## src/rtl/tli_pkg.sv

```systemverilog
// tli_pkg: shared types, constants and instruction codes of the tape language interpreter
// no dependencies; imported by every module of the block but tli_ram
`timescale 1ns / 1ps

package tli_pkg;

   localparam int TapeDepth     = 32768;
   localparam int CodeDepth     = 16384;
   localparam int StepLimit     = 256;
   localparam int QueueDepth    = 2;

   localparam int TapeAddrWidth = $clog2(TapeDepth);
   localparam int CodeAddrWidth = $clog2(CodeDepth);
   localparam int CodeLenWidth  = $clog2(CodeDepth + 1);
   localparam int StepWidth     = $clog2(StepLimit + 1);
   localparam int QueuePtrWidth = (QueueDepth > 1) ? $clog2(QueueDepth) : 1;
   localparam int QueueCntWidth = $clog2(QueueDepth + 1);

   // commands on the request channel
   localparam logic [1:0] CMD_LOAD    = 2'd0;
   localparam logic [1:0] CMD_RUN     = 2'd1;
   localparam logic [1:0] CMD_SUPPLY  = 2'd2;
   localparam logic [1:0] CMD_RESTART = 2'd3;

   // status codes on the response channel
   localparam logic [2:0] ST_ACK   = 3'd0;
   localparam logic [2:0] ST_OUT   = 3'd1;
   localparam logic [2:0] ST_WAIT  = 3'd2;
   localparam logic [2:0] ST_HALT  = 3'd3;
   localparam logic [2:0] ST_FAULT = 3'd4;

   // instruction characters
   localparam logic [7:0] CH_RIGHT = 8'h3E; // >
   localparam logic [7:0] CH_LEFT  = 8'h3C; // <
   localparam logic [7:0] CH_INC   = 8'h2B; // +
   localparam logic [7:0] CH_DEC   = 8'h2D; // -
   localparam logic [7:0] CH_OUT   = 8'h2E; // .
   localparam logic [7:0] CH_IN    = 8'h2C; // ,
   localparam logic [7:0] CH_OPEN  = 8'h5B; // [
   localparam logic [7:0] CH_CLOSE = 8'h5D; // ]

   typedef struct packed {
      logic [1:0] command;
      logic [7:0] data_byte;
      logic       end_of_input;
   } req_type;

   typedef struct packed {
      logic [2:0] status;
      logic [7:0] out_byte;
   } rsp_type;

   typedef enum logic [1:0] {
      OP_LOAD, OP_RUN, OP_SUPPLY, OP_RESTART
   } op_type;

   typedef struct packed {
      op_type     op;
      logic [7:0] data_byte;
      logic       end_of_input;
   } item_type;

   typedef struct packed {
      logic     valid;
      item_type item;
   } queue_out_type;

   typedef enum logic [1:0] {
      PH_IDLE, PH_WAIT, PH_FAULT
   } phase_type;

endpackage

```

## src/rtl/tli_front.sv

```systemverilog
// tli_front: accepts request transactions, decodes the command and queues them
// depends on tli_pkg
`timescale 1ns / 1ps

module tli_front (
   input  logic                   clock,
   input  logic                   reset,
   input  logic                   req_valid,
   output logic                   req_ready,
   input  tli_pkg::req_type       req_payload,
   output tli_pkg::queue_out_type queue_out,
   input  logic                   queue_pop
);
   import tli_pkg::*;

   item_type                   entry_ff [QueueDepth];
   logic [QueuePtrWidth-1:0]   wr_ptr_ff, wr_ptr_in;
   logic [QueuePtrWidth-1:0]   rd_ptr_ff, rd_ptr_in;
   logic [QueueCntWidth-1:0]   count_ff, count_in;
   item_type                   decoded;
   logic                       push;
   logic                       pop;

   always_comb begin
      decoded.data_byte    = req_payload.data_byte;
      decoded.end_of_input = req_payload.end_of_input;
      case (req_payload.command)
         CMD_LOAD:    decoded.op = OP_LOAD;
         CMD_RUN:     decoded.op = OP_RUN;
         CMD_SUPPLY:  decoded.op = OP_SUPPLY;
         CMD_RESTART: decoded.op = OP_RESTART;
         default:     decoded.op = OP_RESTART;
      endcase
   end

   assign req_ready       = (count_ff != QueueCntWidth'(QueueDepth));
   assign push            = req_valid && req_ready;
   assign pop             = queue_pop && (count_ff != '0);
   assign queue_out.valid = (count_ff != '0);
   assign queue_out.item  = entry_ff[rd_ptr_ff];

   always_comb begin
      wr_ptr_in = wr_ptr_ff;
      rd_ptr_in = rd_ptr_ff;
      count_in  = count_ff;
      if (push) begin
         wr_ptr_in = (wr_ptr_ff == QueuePtrWidth'(QueueDepth - 1)) ? '0 : wr_ptr_ff + 1'b1;
      end
      if (pop) begin
         rd_ptr_in = (rd_ptr_ff == QueuePtrWidth'(QueueDepth - 1)) ? '0 : rd_ptr_ff + 1'b1;
      end
      if (push && !pop) begin
         count_in = count_ff + 1'b1;
      end else if (pop && !push) begin
         count_in = count_ff - 1'b1;
      end
   end

   always_ff @(posedge clock) begin
      if (reset) begin
         wr_ptr_ff <= '0;
         rd_ptr_ff <= '0;
         count_ff  <= '0;
      end else begin
         wr_ptr_ff <= wr_ptr_in;
         rd_ptr_ff <= rd_ptr_in;
         count_ff  <= count_in;
      end
   end

   always_ff @(posedge clock) begin
      if (push) begin
         entry_ff[wr_ptr_ff] <= decoded;
      end
   end

endmodule

```

## config.mk

```make
export PLATFORM = sky130hd
export DESIGN_NAME = tli_front
export DESIGN_NICKNAME = d
export VERILOG_FILES = /design/src/rtl/tli_pkg.sv /design/src/rtl/tli_front.sv
export SDC_FILE = /design/constraint.sdc
export NUM_CORES = 1
export LEC_CHECK = 0
export ABC_CLOCK_PERIOD_IN_PS = 4550
export BUFFER_PORTS_ARGS = -buffer_cell sky130_fd_sc_hd__buf_2
export CAP_MARGIN = 20
export CORE_ASPECT_RATIO = 0.75
export CORE_MARGIN = 5
export CORE_UTILIZATION = 53
export DETAILED_ROUTE_END_ITERATION = 10
export PLACE_DENSITY = 0.81
export SYNTH_ARGS = -nofsm -noshare
export SYNTH_HDL_FRONTEND = slang
export SYNTH_SLANG_ARGS = --single-unit
```

## constraint.sdc

```tcl
create_clock -name clock -period 4.55 [get_ports clock]
set_input_delay 0.6825 -clock clock [delete_from_list [all_inputs] [get_ports clock]]
set_output_delay 0.6825 -clock clock [all_outputs]
set_load 0.05 [all_outputs]
```

======== Word-level counts from Yosys, hierarchy flattened ========
Memories as Yosys holds them, arrays and structs flattened. A register that Yosys moved wholly into a read port is not among the register bits.
Index checks and enable logic that the tools add are counted.
word-level totals
  flip-flop bits (word level) ............. 4
  bits in latches ......................... 0
  memory bits (writable) .................. 22
  bits in read-only memories .............. 0
  logic and storage cells ................. 30
  memories ................................ 1
memory list
  memory    depth  bits a word  rd ports  clocked after memory_dff  wr ports  line             source
  entry_ff  2      11           1         1                         1         tli_front.sv:16  item_type entry_ff [QueueDepth];
cells by class
  add/subtract/negate cells ............... 4
  multipliers ............................. 0
  div/mod/pow operators ................... 0
  $lt $le $gt $ge ......................... 0
  equality and inequality tests ........... 4
  shift-type cells ........................ 0
  muxes and demuxes ....................... 9
  bitwise logic cells ..................... 0
  reduce and logical (&&, ||, !) cells .... 9
operator list
  cell                                                                   count
  2-bit one-hot mux with 4 select lines                                  1
  1-bit two-way mux                                                      6
  2-bit equality test, second input constant                             2
  1-bit logical AND                                                      4
  2-bit two-way mux                                                      2
  2-bit nonzero test                                                     2
  1-bit adder, second input constant                                     2
  2-bit by 1-bit adder with 2-bit output, second input constant          1
  2-bit by 1-bit equality test with 1-bit output, second input constant  1
  1-bit zero test                                                        2
  2-bit zero test                                                        1
  2-bit inequality test, second input constant                           1
  2-bit by 1-bit subtractor with 2-bit output, second input constant     1

======== Logic depth before layout (Yosys ltp) ========
  depth after elaboration ................. 6
  depth in mapped cells ................... 6
  gate-level depth less buffers ........... 6

======== Worst setup path before layout ========
No wires, ideal clock.
  path type ............................... input -> register
  start point ............................. input req_valid
  end point ............................... register count_ff[1]
  library setup time ...................... 0.070 ns
  data arrival time ....................... 1.597 ns
  required time ........................... 4.480 ns
  path slack .............................. 2.883 ns
  stages on the path ...................... 4
  cell sequence ........................... and2_1 ha_1 or3_1 a21oi_1
between the ends
  cells in the longest elaborated chain, start to end .. 4
  elaborated cells on any way between the ends .. 6
  classes of those cells .................. 1 x mux; 5 x reduce/logical
ends and longest elaborated chain
  element                       line             source
  from (decl)                   tli_front.sv:8   input logic req_valid,
  1-bit logical AND *           tli_front.sv:37  assign push = req_valid && req_ready;
  1-bit zero test               tli_front.sv:54  end else if (pop && !push) begin
  1-bit logical AND             tli_front.sv:54
  2-bit nonzero test (no line)  --
  to (signal assigned)          tli_front.sv:67  count_ff <= count_in;
  to (decl)                     tli_front.sv:19  logic [QueueCntWidth-1:0] count_ff, count_in;
Every way passes the cells marked *; elsewhere a longest branch is shown, timed or not.
A chain may end at the register's enable or synchronous reset.

==> results.py <==
metrics = {
    "floorplan": {
        "placementRows": 13,
        "die_h_um": 48.1,
        "die_area_um2": 2930,
        "die_w_um": 60.8,
        "core_area_um2": 1790,
        "start_util": 0.574,
        "ioPinCount": 28,
    },
    "sta": {
        "fin_tns_setup_ps": 0,
        "setup_ws_ps": 2330,
        "finalHoldViolCount": 0,
        "rsz0062_at_grt": "no",
        "worst_pin_slew_ps": 509,
        "skew_ps": 2.78,
        "setup_viol": 0,
        "max_freq_mhz": 450,
        "min_period_over_period": 0.489,
        "slew_headroom": 0.661,
        "slew_viol_final": 0,
        "fin_crit_ps": 2220,
    },
    "synthesis": {
        "synth.top_cells.by_count": "edfxtp_1 (22), mux2_2 (11), dfxtp_1 (5)",
        "synth_nets": 76,
        "syn_inst": 60,
        "yosysWarnings": 0,
        "synth_area_leader_cell": "edfxtp_1",
        "synth_edf_count": 22,
        "ys_types": 18,
        "synth_area_um2": 1030,
        "synthTopCellsByArea": "edfxtp_1 (64%), mux2_2 (12%), dfxtp_1 (9.7%)",
        "syn_area_per_cell_um2": 17.1,
        "ys_ff_latch": 27,
        "async_reset_ff_frac": 0,
        "ys_seq_area_frac": 0.741,
        "yosysMostFrequentCell": "edfxtp_1",
        "synth_top_cell_area_share": 0.643,
        "synth_ff_type": "edfxtp_1",
    },
    "clock_network": {
        "cts_setup_buffers": 0,
        "cts_hold_buf": 0,
        "cts_tree": "yes",
        "clk-insertion-delay-late_ps": 310,
        "clock_sinks": 27,
        "clk_path_buf_depth": 2,
        "cts_resized": 0,
        "root_buffer": "clkbuf_4",
        "clk_pin_slew_ps": 120,
        "numCtsBuffers": 3,
        "h-tree-depth": 1,
    },
    "setup_path": {
        "critPathArrivalTime_ps": 1540,
        "end_kind": "output pin",
        "start_kind": "register",
        "worst_path_max_delay_cell": "dfxtp_1",
        "crit_type": "register to output pin",
        "crit_buf_inv": 1,
        "crit_family": "flip-flops",
        "crit_chain": "mux2_2 > buf_2",
        "path_max_fanout": 11,
        "cp.required_ps": 3870,
        "max_stage_delay_ps": 620,
    },
    "detailed_routing": {
        "viasPerCell": 5.05,
        "antenna_left": 0,
        "vias": 555,
        "wl_um": 1500,
        "drt_iter0_drc": 9,
        "drt_first_pass_iters": 4,
        "drc_errors": 0,
        "drt-wirelength-per-cell_um": 13.7,
    },
    "power": {
        "power_density_nw_per_um2": 615,
        "vdd_drop_max_mv": 0.383,
        "p_leak_nw": 0.472,
    },
    "place": {
        "dp_slack_ps": 2650,
        "dp_hpwl_um": 1120,
        "place_inst": 106,
        "port_buffers": 27,
        "gp_congestion": 0.747,
    },
    "status": {
        "status": "finished, final reports clean",
    },
    "global_routing": {
        "grt_first_pass_wirelength_um": 2350,
        "grt_overflow": 0,
        "grtUsageTotal": 0.115,
        "grt_max_degree": 15,
        "grt_antenna_before_repair": 0,
        "first_global_vias": 553,
    },
    "layout": {
        "layout-drive-gt1-share": 0.500,
        "num-fill-cells": 147,
        "num-nets-final": 105,
        "num_antenna_cells": 0,
        "finalNonFillerCells": 110,
        "area_growth_pct": 17.2,
    },
    "job": {
        "maxCapViolations": 0,
    },
    "hold_path": {
        "min_path_type": "register to register",
    },
}
## sequential cells by signal (all words and copies together), names as in the netlist, named ones only
signal     cells
count_ff       2
rd_ptr_ff      1
wr_ptr_ff      1
entry_ff      22
## where the power goes
part	internal [W]	leakage, nW	switching (W)
Clock	0.0000342	0.0150	0.0000619
Combinational	0.0000955	0.211	0.000206
Sequential	0.000312	0.247	0.0000301
Total	0.000442	0.472	0.000299
## layout make-up
cell class              instances  area [um2]  area share
flip-flops and latches         27         761       0.632
repair buffers                 27         135       0.112
clock buffers                   4        26.3      0.0218
well taps                      22        27.5      0.0229
inverters                       1        3.75     0.00312
multi-input cells              29         250       0.208
## path summary, 6_finish.rpt
path,startpoint,endpoint,slack (ps),cells after the start
max,register,queue_out[4],2330,2
min,rd_ptr_ff$_SDFFE_PP0P_,register,520,2
max reg2reg,count_ff[0]$_SDFFE_PP0P_,count_ff[1]$_SDFFE_PP0P_,2940,4
min reg2reg,rd_ptr_ff$_SDFFE_PP0P_,register,520,2
## worst register-to-register path, stage by stage, from the launching register on
cell and delay [ps]:
dfxtp_1 380, o21ai_0 330, ha_1 340, or3_1 380, a21oi_1 130
## layout by cell type (no fill, tap or decap), types with 2 or more instances in the layout
cell type / netlist / final
clkbuf_4: 0 / 3
edfxtp_1: 22 / 22
o21ai_0: 2 / 2
mux2_2: 11 / 11
xor2_1: 3 / 3
buf_2: 1 / 27
a21oi_1: 2 / 2
dfxtp_1: 5 / 5
nor2_1: 3 / 3
## cell families after synthesis
family	Yosys count	share of synthesized area
flops	27	0.741
mux	11	0.121
simple gates	9	0.0560
compound gates	5	0.0292
buf+inv	4	0.0158
xor+xnor	3	0.0256
fa+ha+maj	1	0.0122
## routing by layer
| metal | track usage | up-vias | routed length, um |
|---|---|---|---|
| met2 | 0.194 | 17 | 726 |
| li1 | - | 278 | - |
| met3 | 0.0529 | 0 | 137 |
| met4 | 0.0346 | 0 | 0 |
| met1 | 0.134 | 260 | 639 |
| met5 | 0 | - | 0 |
## through the flow
step	util	hold WS (ps)	total power (W)	cell area, um2
6_report	0.673	522	0.000740	1200
5_1_grt	0.673	516	0.000780	1200
4_1_cts	0.673	527	0.000748	1200
3_5_place_dp	0.658	495	0.000654	1180
3_3_place_gp	0.658	488	0.000647	1180
2_1_floorplan	-	472	0.000591	1030
Power figures use the tool's default switching activity.
